## src/sv/ptd_pkg.sv

```systemverilog
package ptd_pkg;

    localparam int MAX_TASKS    = 8;
    localparam int RESULT_LIMIT = 8;

    localparam int IDX_W = (MAX_TASKS > 1) ? $clog2(MAX_TASKS) : 1;
    localparam int CNT_W = $clog2(MAX_TASKS + 1);
    localparam int REP_W = $clog2(RESULT_LIMIT + 1);

    localparam logic [1:0] ACT_CLEAR = 2'd0;
    localparam logic [1:0] ACT_ADD   = 2'd1;
    localparam logic [1:0] ACT_POLL  = 2'd2;

    localparam logic [2:0] KIND_ADDED   = 3'd0;
    localparam logic [2:0] KIND_FULL    = 3'd1;
    localparam logic [2:0] KIND_CLEARED = 3'd2;
    localparam logic [2:0] KIND_DUE     = 3'd3;
    localparam logic [2:0] KIND_NONE    = 3'd4;

endpackage

```

## src/sv/periodic_task_dispatcher.sv

```systemverilog
// Clear/add items: accept, then load of the one result; poll items: accept, then per task
// a RAM read, then subtract and compare on the shared 32-bit unit, and a closing step;
// an item takes longer while the output stalls.
// The next item is accepted once the last result of the previous one sits in the
// output register, which may still be waiting for the receiver.
// rst_n async, active low: count, active marks and control cleared; RAMs keep their data.
module periodic_task_dispatcher (
    input  logic        clk,
    input  logic        rst_n,
    input  logic        s_axis_tvalid,
    output logic        s_axis_tready,
    input  logic [63:0] s_axis_tdata,  // [31:0] period_ms, [63:32] now_ms
    input  logic [1:0]  s_axis_tuser,  // [1:0] action
    output logic        m_axis_tvalid,
    input  logic        m_axis_tready,
    output logic [7:0]  m_axis_tdata,  // [2:0] task_index, [7:3] zero
    output logic [2:0]  m_axis_tuser,  // [2:0] result_kind
    output logic        m_axis_tlast   // last result of the item
);

    import ptd_pkg::*;

    // sequencer codes
    localparam logic [2:0] S_IDLE   = 3'd0;
    localparam logic [2:0] S_SINGLE = 3'd1;  // clear/add result waits for output
    localparam logic [2:0] S_FETCH  = 3'd2;  // RAM read of task idx issued
    localparam logic [2:0] S_EVAL   = 3'd3;  // elapsed time compared with period
    localparam logic [2:0] S_FINISH = 3'd4;  // closing result of a poll

    logic [2:0]           state_reg, state_next;
    logic [CNT_W-1:0]     count_reg, count_next;
    logic [MAX_TASKS-1:0] active_reg, active_next;
    logic [IDX_W-1:0]     idx_reg, idx_next;
    logic [REP_W-1:0]     rep_reg, rep_next;
    logic                 pend_valid_reg, pend_valid_next;
    logic [IDX_W-1:0]     pend_idx_reg, pend_idx_next;
    logic [2:0]           res_kind_reg, res_kind_next;
    logic [31:0]          now_reg, now_next;

    // output register
    logic                 out_valid_reg, out_valid_next;
    logic [2:0]           out_kind_reg, out_kind_next;
    logic [2:0]           out_idx_reg, out_idx_next;
    logic                 out_last_reg, out_last_next;

    // RAM ports
    logic                 per_we;
    logic                 lr_we;
    logic [IDX_W-1:0]     waddr;
    logic [31:0]          lr_wdata;
    logic [31:0]          period_rd;
    logic [31:0]          last_run_rd;

    logic                 in_accept;
    logic                 out_free;
    logic [31:0]          elapsed;
    logic                 due;
    logic                 report;
    logic                 advance;
    logic                 last_task;
    logic [1:0]           action;
    logic [31:0]          period_in;

    assign action    = s_axis_tuser;
    assign period_in = s_axis_tdata[31:0];

    assign s_axis_tready = (state_reg == S_IDLE);
    assign in_accept     = s_axis_tvalid && s_axis_tready;
    assign out_free      = !out_valid_reg || m_axis_tready;

    // shared unit: wrapped elapsed time and compare against period
    assign elapsed   = now_reg - last_run_rd;
    assign due       = active_reg[idx_reg] && (elapsed >= period_rd);
    assign report    = due && (rep_reg < REP_W'(RESULT_LIMIT));
    // a second due task pushes the held one out, which needs a free output
    assign advance   = !(report && pend_valid_reg && !out_free);
    assign last_task = ((CNT_W'(idx_reg) + CNT_W'(1)) == count_reg);

    always_comb
    begin
        state_next      = state_reg;
        count_next      = count_reg;
        active_next     = active_reg;
        idx_next        = idx_reg;
        rep_next        = rep_reg;
        pend_valid_next = pend_valid_reg;
        pend_idx_next   = pend_idx_reg;
        res_kind_next   = res_kind_reg;
        now_next        = now_reg;
        out_valid_next  = out_valid_reg && !m_axis_tready;
        out_kind_next   = out_kind_reg;
        out_idx_next    = out_idx_reg;
        out_last_next   = out_last_reg;
        per_we          = 1'b0;
        lr_we           = 1'b0;
        waddr           = idx_reg;
        lr_wdata        = now_reg;

        case (state_reg)
            S_IDLE:
            begin
                if (in_accept)
                begin
                    now_next = s_axis_tdata[63:32];
                    case (action)
                        ACT_CLEAR:
                        begin
                            count_next    = '0;
                            active_next   = '0;
                            res_kind_next = KIND_CLEARED;
                            pend_idx_next = '0;
                            state_next    = S_SINGLE;
                        end
                        ACT_ADD:
                        begin
                            if (count_reg >= CNT_W'(MAX_TASKS))
                            begin
                                res_kind_next = KIND_FULL;
                                pend_idx_next = '0;
                            end
                            else
                            begin
                                waddr                = count_reg[IDX_W-1:0];
                                per_we               = 1'b1;
                                lr_we                = 1'b1;
                                lr_wdata             = '0;
                                active_next[waddr]   = 1'b1;
                                count_next           = count_reg + CNT_W'(1);
                                res_kind_next        = KIND_ADDED;
                                pend_idx_next        = count_reg[IDX_W-1:0];
                            end
                            state_next = S_SINGLE;
                        end
                        ACT_POLL:
                        begin
                            idx_next        = '0;
                            rep_next        = '0;
                            pend_valid_next = 1'b0;
                            state_next      = (count_reg == '0) ? S_FINISH : S_FETCH;
                        end
                        default:
                        begin
                            state_next = S_IDLE;  // undefined action: dropped
                        end
                    endcase
                end
            end
            S_SINGLE:
            begin
                if (out_free)
                begin
                    out_valid_next = 1'b1;
                    out_kind_next  = res_kind_reg;
                    out_idx_next   = 3'(pend_idx_reg);
                    out_last_next  = 1'b1;
                    state_next     = S_IDLE;
                end
            end
            S_FETCH:
            begin
                state_next = S_EVAL;
            end
            S_EVAL:
            begin
                if (advance)
                begin
                    lr_we = due;
                    if (report)
                    begin
                        if (pend_valid_reg)
                        begin
                            out_valid_next = 1'b1;
                            out_kind_next  = KIND_DUE;
                            out_idx_next   = 3'(pend_idx_reg);
                            out_last_next  = 1'b0;
                        end
                        pend_valid_next = 1'b1;
                        pend_idx_next   = idx_reg;
                        rep_next        = rep_reg + REP_W'(1);
                    end
                    if (last_task)
                    begin
                        state_next = S_FINISH;
                    end
                    else
                    begin
                        idx_next   = idx_reg + IDX_W'(1);
                        state_next = S_FETCH;
                    end
                end
            end
            S_FINISH:
            begin
                if (out_free)
                begin
                    out_valid_next  = 1'b1;
                    out_kind_next   = pend_valid_reg ? KIND_DUE : KIND_NONE;
                    out_idx_next    = pend_valid_reg ? 3'(pend_idx_reg) : 3'd0;
                    out_last_next   = 1'b1;
                    pend_valid_next = 1'b0;
                    state_next      = S_IDLE;
                end
            end
            default:
            begin
                state_next = S_IDLE;
            end
        endcase
    end

    always_ff @(posedge clk or negedge rst_n)
    begin
        if (!rst_n)
        begin
            state_reg      <= S_IDLE;
            count_reg      <= '0;
            active_reg     <= '0;
            pend_valid_reg <= 1'b0;
            out_valid_reg  <= 1'b0;
            idx_reg        <= '0;
            rep_reg        <= '0;
        end
        else
        begin
            state_reg      <= state_next;
            count_reg      <= count_next;
            active_reg     <= active_next;
            pend_valid_reg <= pend_valid_next;
            out_valid_reg  <= out_valid_next;
            idx_reg        <= idx_next;
            rep_reg        <= rep_next;
        end
    end

    // payload, no reset needed
    always_ff @(posedge clk)
    begin
        pend_idx_reg <= pend_idx_next;
        res_kind_reg <= res_kind_next;
        now_reg      <= now_next;
        out_kind_reg <= out_kind_next;
        out_idx_reg  <= out_idx_next;
        out_last_reg <= out_last_next;
    end

    ptd_ram #(
        .WIDTH (32),
        .DEPTH (MAX_TASKS)
    ) u_period_ram (
        .clk   (clk),
        .we    (per_we),
        .waddr (waddr),
        .wdata (period_in),
        .raddr (idx_reg),
        .rdata (period_rd)
    );

    ptd_ram #(
        .WIDTH (32),
        .DEPTH (MAX_TASKS)
    ) u_last_run_ram (
        .clk   (clk),
        .we    (lr_we),
        .waddr (waddr),
        .wdata (lr_wdata),
        .raddr (idx_reg),
        .rdata (last_run_rd)
    );

    assign m_axis_tvalid = out_valid_reg;
    assign m_axis_tdata  = {5'd0, out_idx_reg};
    assign m_axis_tuser  = out_kind_reg;
    assign m_axis_tlast  = out_last_reg;

    // no held due task outside a poll
    a_pend_in_poll: assert property (@(posedge clk) disable iff (!rst_n)
        (state_reg == S_IDLE || state_reg == S_SINGLE) |-> !pend_valid_reg)
        else $error("held due task outside a poll");

    // table never overfills
    a_count_bound: assert property (@(posedge clk) disable iff (!rst_n)
        count_reg <= CNT_W'(MAX_TASKS))
        else $error("task count beyond capacity");

    // a held output must not be overwritten by the sequencer
    a_no_overwrite: assert property (@(posedge clk) disable iff (!rst_n)
        (out_valid_reg && !m_axis_tready && state_reg == S_EVAL && report
         && pend_valid_reg) |=> $stable(out_idx_reg) && (state_reg == S_EVAL))
        else $error("pending result overwritten");

    // reported due count stays within the result limit
    a_rep_bound: assert property (@(posedge clk) disable iff (!rst_n)
        rep_reg <= REP_W'(RESULT_LIMIT))
        else $error("too many due results");

endmodule

```

## src/sv/ptd_ram.sv

```systemverilog
module ptd_ram #(
    parameter int WIDTH = 32,
    parameter int DEPTH = 8,
    parameter int ADDR_W = (DEPTH > 1) ? $clog2(DEPTH) : 1
) (
    input  logic              clk,
    input  logic              we,
    input  logic [ADDR_W-1:0] waddr,
    input  logic [WIDTH-1:0]  wdata,
    input  logic [ADDR_W-1:0] raddr,
    output logic [WIDTH-1:0]  rdata
);

    logic [WIDTH-1:0] mem [DEPTH];
    logic [WIDTH-1:0] rdata_reg;

    always_ff @(posedge clk)
    begin
        if (we)
        begin
            mem[waddr] <= wdata;
        end
        rdata_reg <= mem[raddr];
    end

    assign rdata = rdata_reg;

endmodule
```

## config.mk

```make
export PLATFORM = sky130hd
export DESIGN_NAME = periodic_task_dispatcher
export DESIGN_NICKNAME = d
export VERILOG_FILES = /design/src/sv/ptd_pkg.sv /design/src/sv/periodic_task_dispatcher.sv /design/src/sv/ptd_ram.sv
export SDC_FILE = /design/constraint.sdc
export NUM_CORES = 1
export LEC_CHECK = 0
export ABC_AREA = 1
export BUFFER_PORTS_ARGS = -buffer_cell sky130_fd_sc_hd__buf_2
export CORE_MARGIN = 5
export CORE_UTILIZATION = 52
export DETAILED_ROUTE_END_ITERATION = 7
export GPL_TIMING_DRIVEN = 0
export PLACE_DENSITY = 0.76
export SETUP_SLACK_MARGIN = 0.3
export SYNTH_ARGS = -nofsm -noshare
export SYNTH_HDL_FRONTEND = slang
export SYNTH_SLANG_ARGS = --single-unit
```

## constraint.sdc

```tcl
create_clock -name clk -period 4.6 [get_ports clk]
set_clock_uncertainty 0.05 [all_clocks]
set_input_delay 0.46 -clock clk [delete_from_list [all_inputs] [get_ports clk]]
set_output_delay 0.46 -clock clk [all_outputs]
set_load 0.02 [all_outputs]
```

---- After elaboration in Yosys (flattened, before gate mapping) ----
Memory sizes are Yosys's and may differ from the RTL's. A register that Yosys moved wholly into a read port is not among the register bits.
Index checks and enable logic that the tools add are counted.
storage, ports and cells
  register bits after elaboration ......... 69
  latch bits .............................. 0
  RAM bits ................................ 512
  bits in read-only memories .............. 0
  input port bits ......................... 70
  logic and storage cells ................. 157
  memories kept ........................... 2
memory list
  memory              words  width  read ports  clocked after memory_dff  write ports  RTL line       text
  u_last_run_ram.mem  8      32     1           1                         1            ptd_ram.sv:14  logic [WIDTH-1:0] mem [DEPTH];
  u_period_ram.mem    8      32     1           1                         1            ptd_ram.sv:14
operators by class
  $add $sub $neg .......................... 5
  multipliers ............................. 0
  divide/modulo/power cells ............... 0
  $lt $le $gt $ge ......................... 6
  equal/unequal tests ..................... 18
  shift operators ......................... 0
  muxes and demuxes ....................... 81
  bitwise operators ....................... 1
  reductions and logical operators ........ 31
operator list
  operator                                                                 number
  32-bit 2-to-1 mux                                                        4
  3-bit 2-to-1 mux                                                         29
  32-bit greater-or-equal comparator                                       1
  32-bit subtractor                                                        1
  3-bit one-hot mux with 2 select lines                                    5
  1-bit 2-to-1 mux                                                         25
  4-bit 2-to-1 mux                                                         5
  5-bit AND reduction                                                      4
  3-bit one-hot mux with 3 select lines                                    2
  4-bit one-hot mux with 2 select lines                                    2
  8-bit one-hot mux with 2 select lines                                    1
  2-bit inequality test, second input constant                             7
  3-bit one-hot mux with 4 select lines                                    1
  6-bit AND reduction                                                      2
  4-bit by 1-bit adder with 4-bit output, second input constant            2
  3-bit by 4-bit < comparator with 1-bit output, second input constant     2
  8-bit 2-to-1 mux                                                         1
  8-bit OR                                                                 1
  1-bit logical AND                                                        7
  3-bit by 2-bit equality test with 1-bit output, second input constant    2
  2-bit by 1-bit inequality test with 1-bit output, second input constant  3
  1-bit one-hot mux with 2 select lines                                    3
  3-bit AND reduction                                                      2
  2-bit nonzero test                                                       3
  23 further kinds                                                         27

---- Longest topological paths before layout ----
Gate-level depths: netlist (run 1).
  word-level depth ........................ 10
  gate-level depth with buffers ........... 29

---- Cells and area by module ----
A second synthesis (run 1) with hierarchy kept.
unflattened totals
  cell total of the unflattened synthesis .. 3114
  area total of the unflattened synthesis .. 29673.5 um2
by module, submodules not included
  module                    instances  cells an instance  area an instance (um2)
  ptd_ram                   2          1156               11872.6
  periodic_task_dispatcher  1          802                5928.2

---- Least setup slack after synthesis (run 1) ----
Ideal clock, no wire load.
  path kind ............................... flip-flop to flip-flop
  from .................................... reg now_reg[0]
  to ...................................... mem u_last_run_ram.mem[0][0], enable pin
  setup time .............................. 421 ps
  arrival ................................. 4373 ps
  slack ................................... -244 ps
  stages on the path, launching flop included .. 26
  clock period less this slack ............ 4844 ps
  cells stage by stage .................... edfxtp_1 > inv_1 > ha_1 > inv_1 > fa_1 > nand3_1 > nand2_1 > nand3_1 > nand2_1 > nand3_1 > nand2_1 > a21oi_1 > o21ai_1 > a21oi_1 > xnor2_1 > ha_1 > nand2_1 > o21ai_0 > nand2_1 > a21oi_1 > nor2_1 > nand2_1 > nand2_1 > nor2_1 > a21oi_2 > nor2_1
on the way
  cells in the longest elaborated chain, start to end .. 10
ends and longest elaborated chain
  what                                      RTL line                         text
  start: declaration                        periodic_task_dispatcher.sv:38   logic [31:0] now_reg, now_next;
  start signal: assignment                  periodic_task_dispatcher.sv:240  now_reg <= now_next;
  32-bit subtractor *                       periodic_task_dispatcher.sv:72   assign elapsed = now_reg - last_run_rd;
  32-bit greater-or-equal comparator *      periodic_task_dispatcher.sv:73   assign due = active_reg[idx_reg] && (elapsed >= period_rd);
  1-bit logical AND *                       periodic_task_dispatcher.sv:73
  1-bit logical AND                         periodic_task_dispatcher.sv:74   assign report = due && (rep_reg < REP_W'(RESULT_LIMIT));
  1-bit logical AND (2 in a row)            periodic_task_dispatcher.sv:76   assign advance = !(report && pend_valid_reg && !out_free);
  1-bit 2-to-1 mux *                        periodic_task_dispatcher.sv:165  if (advance)
  1-bit one-hot mux with 2 select lines *   periodic_task_dispatcher.sv:99   case (state_reg)
  1-bit 2-to-1 mux *                        ptd_ram.sv:19                    if (we)
  1-bit 2-to-1 mux (not written as such) *  ptd_ram.sv:21                    mem[waddr] <= wdata;
  end: declaration                          ptd_ram.sv:14
Every way passes the cells marked *; elsewhere a longest branch is shown, timed or not.

---- Worst setup path after layout (run 1) ----
  from .................................... reg now_reg[13]
  to ...................................... mem u_last_run_ram.mem[4][25], enable pin
Same word-level chain as after synthesis.

==> results of run 1 <==
==> stage by stage <==
stage                     std cells  setup TNS (ps)  power [mW]  utilization (%)  instance area (um2)
after floorplan                2315               0        11.0                -                26800
after global placement         3073         -482880        12.7             54.8                28000
after detailed placement       3093         -223210        12.9             55.7                28500
after CTS                      3283               0        18.7             62.3                31800
after global routing           3317          -44010        20.1             63.7                32500
final                          3318          -15960        19.4             63.7                32600
==> layout by cell type (no fill, tap or decap), types with 77 or more instances in the layout <==
cell type	Yosys	layout
buf_2	18	95
clkbuf_1	78	97
clkbuf_16	0	77
edfxtp_1	556	556
inv_1	166	163
nand2_1	137	124
nor2_1	551	530
o21ai_0	280	280
==> what timing repair did <==
| action | CTS | global route |
|---|---|---|
| cloned | 6 | 14 |
| gates resized for setup | 66 | 60 |
| hold buffers | 33 | 0 |
| pin swaps | 29 | 31 |
| setup endpoints to repair | 277 | 277 |
| endpoints found under the hold margin | 56 | 0 |
| setup buffers | 29 | 19 |
==> worst max-delay path by stage <==
stage          cells after the start                      from  slack, ps                                  end
6_report                          25     now_reg[13]$_DFFE_PP_       -150  u_last_run_ram.mem[4][25]$_DFFE_PP_
3_3_place_gp                      11  state_reg[2]$_DFFE_PN0P_      -1640     u_period_ram.mem[1][0]$_DFFE_PP_
5_1_grt                           25     now_reg[13]$_DFFE_PP_       -260   u_last_run_ram.mem[4][6]$_DFFE_PP_
2_1_floorplan                     25      now_reg[0]$_DFFE_PP_        240   u_last_run_ram.mem[0][0]$_DFFE_PP_
4_1_cts                           28      now_reg[0]$_DFFE_PP_        140   u_last_run_ram.mem[5][3]$_DFFE_PP_
3_5_place_dp                      27      now_reg[0]$_DFFE_PP_       -990  u_last_run_ram.mem[4][29]$_DFFE_PP_
==> power breakdown <==
part,internal (mW),switching (mW)
Combinational,2.24,4.47
Clock,3.11,2.26
Sequential,7.01,0.277
==> Yosys cell counts (all sizes together) <==
cell and number:
clkbuf 78, buf 36, o22ai 65, fa 1, o21a 3, a21oi 79
nor2 559, ha 67, a21o 5, a21boi 3, nand2 139, o21ai 289
dfrtp 24, o31ai 2, edfxtp 556, o211ai 4, conb 1, nor3 14
inv 175, o21bai 1, nand3 27, nand4 13, nor4 4, a31oi 65
dfxtp 64, xnor2 13, or2 1, xor2 23
==> layer usage <==
layer / vias to the layer above / GRT usage, % / wire length [um]
li1: 8650 / - / -
met1: 9577 / 32.6 / 28000
met2: 1320 / 41.9 / 37300
met3: 315 / 5.08 / 8420
met4: 0 / 10.7 / 4490
met5: - / 0 / 0
==> worst max-delay path, cell delays in order (launching register included) <==
cell and delay, ps:
edfxtp_1 520, ha_4 360, nand2_1 90, inv_1 160, nand2_1 140, o21ai_0 290
nand2_1 100, nand4_1 180, a21o_1 240, a21oi_2 90, xor2_2 170, ha_1 300
nand2_2 80, nor2_4 110, nand4_1 120, nor2_1 120, nand2_1 90, nand2_4 130
nand2_1 90, nor2_2 160, a21oi_4 80, buf_12 150, buf_12 130, nor2_4 130
buf_12 180, clkbuf_16 180
==> logic make-up (layout without fill, tap and decap cells) <==
group	count (synthesis)	in the layout	share of synthesized area [%]
compound gates	516	516	10.6
xor+xnor	36	36	1.18
fa+ha+maj	68	68	3.21
buf+inv	289	610	4.25
flops	644	644	69.5
other cells	1	7	0.0140
simple gates	757	757	11.3
==> cell type report <==
cell class	instances	area share, %
Clock buffer	93	5.67
Sequential cell	644	57.1
Inverter	175	2.03
Antenna cell	2	0.0154
Timing Repair Buffer	199	6.56
Tap cell	680	2.61
Multi-Input combinational cell	1382	23.6
Clock inverter	29	0.969
Buffer	114	1.48
==> flow_summary.toml, run 1 <==
[floorplan]
rows = 83
design.core.area_mm2 = 0.0511
start_util_pct = 52.3
io_pins = 84
dieArea_mm2 = 0.0560
die_y_um = 237
chipWidth_um = 237

[worst_hold_path]
holdPathStages = 1
min_from = "s_axis_tdata[31]"
min_to = "u_period_ram.mem[5][31]$_DFFE_PP_"
hold_class = "in -> reg"

[clock_network]
clock-sinks = 644
cts_buffers = 66
clock_path_buffers = 3
clk_pin_slew_ps = 60
cts_tree = "yes"
cts-root-buf = "clkbuf_16"
htree_levels = 3
clock_latency_ps = 620

[placed_design]
routabilityCongestion = 0.916
hpwl_um = 45800
dpl_worst_slack_ps = -991
port_buffers = 78

[sta]
period_share_pct = 103
hold_ws_ps = 67.7
maxSlewHeadroom_pct = 9.96
maxSlewViolCount = 0
setup_violations = 208
period_minus_slack_ps = 4750
rsz0062_at_grt = "true"
max_freq_mhz = 211
setup_slack_ps = -150
hold_viol = 0
tightest_slew_ps = 1350

[detailed_routing]
routed-via-count = 19900
drtIter0Drc = 2592
totalWireLength_um = 78200
first_pass_iters = 8
drc = 0
viasPerCell = 5.99
avgRoutedWirePerCell_um = 23.6
postRouteAntennaNets = 0

[global_route]
grt_pass1_wl_um = 109000
grt_max_degree = 33
grt-ovfl-total = 0
grt_usage_pct = 25.2
antenna_found_initial = 3
grt_pass1_vias = 18800

[setup_path]
r2r_start = "now_reg[13]$_DFFE_PP_"
critPathRequiredTime_ps = 4860
crit_fanout = 7
start_kind = "flip-flop"
cp.arrival_ps = 5010
reg2reg_to = "u_last_run_ram.mem[4][25]$_DFFE_PP_"
r2r_cells = 25
timing_worst_setup_path_type = "reg -> reg"
r2r_slack_ps = -150
end_kind = "flip-flop"

[synth]
ys_seq_area_share_pct = 69.5
yosys.area.top_type = "edfxtp_1"
synthDistinctLibCells = 44
synth.area.top_cells = "edfxtp_1 (62%), nor2_1 (7.7%), o21ai_0 (5.2%)"
ys_seq_elements = 644
synth_top_area_share_pct = 62.5
avgSynthCellArea_um2 = 11.6
syn_area_mm2 = 0.0267
synth.yosys.warnings = 0
synthCells = 2311

[final_layout]
fillers = 3611
nets = 2720
syn_to_final_growth_pct = 21.8
final_layout_size_suffix_gt1_share_pct = 15.6
top_regs = "u_last_run_ram.mem x256, u_period_ram.mem x256"
multi_input_area_mm2 = 0.00768
seq_area_mm2 = 0.0186

[status]
outcome = "finished, violations left"
failed_checks = "setup timing"

[run]
maxCapViolations = 0

[pwr]
max-vdd-ir-drop_mv = 0.307
p_per_area_mw_per_mm2 = 595
p_leak_nw = 12.1
(Power assumes the default switching activity.)
==> run 2: changes to the inputs <==
CORE_MARGIN = 2   (was 5)
==> flow_summary.toml, run 2 (synthesized netlist as in run 1, its figures left out) <==
[status]
outcome = "finished, violations left"
failed_checks = "setup timing"

[clock_network]
clock_path_buffers = 3
clock_latency_ps = 640
cts-root-buf = "clkbuf_16"
htree_levels = 3
cts_buffers = 67
clk_pin_slew_ps = 60
cts_tree = "yes"
clock-sinks = 644

[setup_path]
critPathRequiredTime_ps = 4920
cp.arrival_ps = 4960
cpMaxStageDelayCell = "fa_2"
timing_worst_setup_path_type = "reg -> reg"
critPathBufInv = 6
end_kind = "flip-flop"
path_delay_family = "simple AND/OR/NAND/NOR gates"
r2r_start = "now_reg[0]$_DFFE_PP_"
r2r_slack_ps = -40
crit_fanout = 8
max_stage_delay_ps = 410
start_kind = "flip-flop"
reg2reg_to = "u_last_run_ram.mem[3][24]$_DFFE_PP_"
r2r_cells = 29

[final_layout]
fin_area_mm2 = 0.0328
fillers = 3519
seq_area_mm2 = 0.0186
final_cell_mix = "edfxtp_1 (556), nor2_1 (530), o21ai_0 (274)"
multi_input_area_mm2 = 0.00784
syn_to_final_growth_pct = 22.7
fin_cells = 3320
nets = 2731
utilization_pct = 64.2
final_layout_size_suffix_gt1_share_pct = 16.5
top_regs = "u_last_run_ram.mem x256, u_period_ram.mem x256"
layout_commonest_cell = "edfxtp_1"
diodes = 0

[worst_hold_path]
min_from = "s_axis_tdata[24]"
holdPathStages = 1
min_to = "u_period_ram.mem[7][24]$_DFFE_PP_"
hold_class = "in -> reg"

[sta]
setup_slack_ps = -41.5
maxSlewHeadroom_pct = 10.3
period_minus_slack_ps = 4640
period_share_pct = 101
hold_viol = 0
setup_violations = 144
max_freq_mhz = 215
rsz0062_at_grt = "true"
maxSlewViolCount = 0
tightest_slew_ps = 1350

[detailed_routing]
top_layer = "met4"
totalWireLength_um = 77300
met3WireLength_um = 7760
viasPerCell = 5.92
avgRoutedWirePerCell_um = 23.3
routed-via-count = 19700
postRouteAntennaNets = 0
drc = 0
drtIter0Drc = 2207
first_pass_iters = 5
wl_met2_um = 36400
met1Wirelength_um = 28300

[global_route]
grt-ovfl-total = 0
grt_usage_pct = 27.0
grt_pass1_vias = 18900
grt_pass1_wl_um = 108000
grt_max_degree = 31
antenna_found_initial = 0

[pwr]
max-vdd-ir-drop_mv = 0.350
p_per_area_mw_per_mm2 = 599
p_leak_nw = 12.2

[floorplan]
dieArea_mm2 = 0.0532
io_pins = 84
die_y_um = 231
rows = 83
start_util_pct = 52.3
chipWidth_um = 231
design.core.area_mm2 = 0.0511

[placed_design]
port_buffers = 78
place_area_mm2 = 0.0285
routabilityCongestion = 0.987
placed_cells = 3095
hpwl_um = 45000
dpl_worst_slack_ps = -1060

[run]
maxCapViolations = 0
## run 2: report_power, final
part	total [mW]	switching (mW)	internal, mW
logic	6.96	4.57	2.39
registers	7.27	0.269	7.00
clock network	5.41	2.25	3.16
total	19.6	7.09	12.6
## run 2: repair_timing
action                                 CTS  global route
hold buffers                            33             0
gates resized for setup                 60            89
endpoints found under the hold margin   56             0
pin swaps                               27            48
buffers inserted                        31            25
cloned                                   2            18
setup endpoints to repair              277           277
## run 2: layout make-up
| cell class | instances | area share (%) |
|---|---|---|
| Sequential cell | 644 | 56.6 |
| Multi-Input combinational cell | 1382 | 23.9 |
| Timing Repair Buffer | 209 | 6.76 |
| Clock buffer | 91 | 5.60 |
| Tap cell | 680 | 2.59 |
| Inverter | 175 | 2.01 |
| Buffer | 114 | 1.47 |
| Clock inverter | 25 | 1.01 |
## run 2: worst max path at each step
stage | start | endpoint | slack [ps] | depth (start not counted)
global route | now_reg[0]$_DFFE_PP_ | u_last_run_ram.mem[2][29]$_DFFE_PP_ | -210 | 30
detailed placement | now_reg[0]$_DFFE_PP_ | u_last_run_ram.mem[7][30]$_DFFE_PP_ | -1060 | 27
finish | now_reg[0]$_DFFE_PP_ | u_last_run_ram.mem[3][24]$_DFFE_PP_ | -40 | 29
floorplan | now_reg[0]$_DFFE_PP_ | u_last_run_ram.mem[0][0]$_DFFE_PP_ | 240 | 25
global placement | state_reg[2]$_DFFE_PN0P_ | u_period_ram.mem[1][4]$_DFFE_PP_ | -1550 | 11
CTS | now_reg[0]$_DFFE_PP_ | u_last_run_ram.mem[4][27]$_DFFE_PP_ | 110 | 29
## run 2: per-layer routing
layer,global-route usage [%],vias up
met3,5.39,310
met5,0,-
met1,34.0,9461
li1,-,8655
met2,44.6,1240
met4,13.4,0
## run 2: through the flow
stage	hold slack [ps]	power [mW]	setup TNS, ps
2_1_floorplan	114	11.0	0
3_3_place_gp	422	12.7	-471810
3_5_place_dp	431	12.9	-236340
4_1_cts	37.4	18.8	0
5_1_grt	58.4	20.5	-37250
6_report	51.9	19.6	-2950
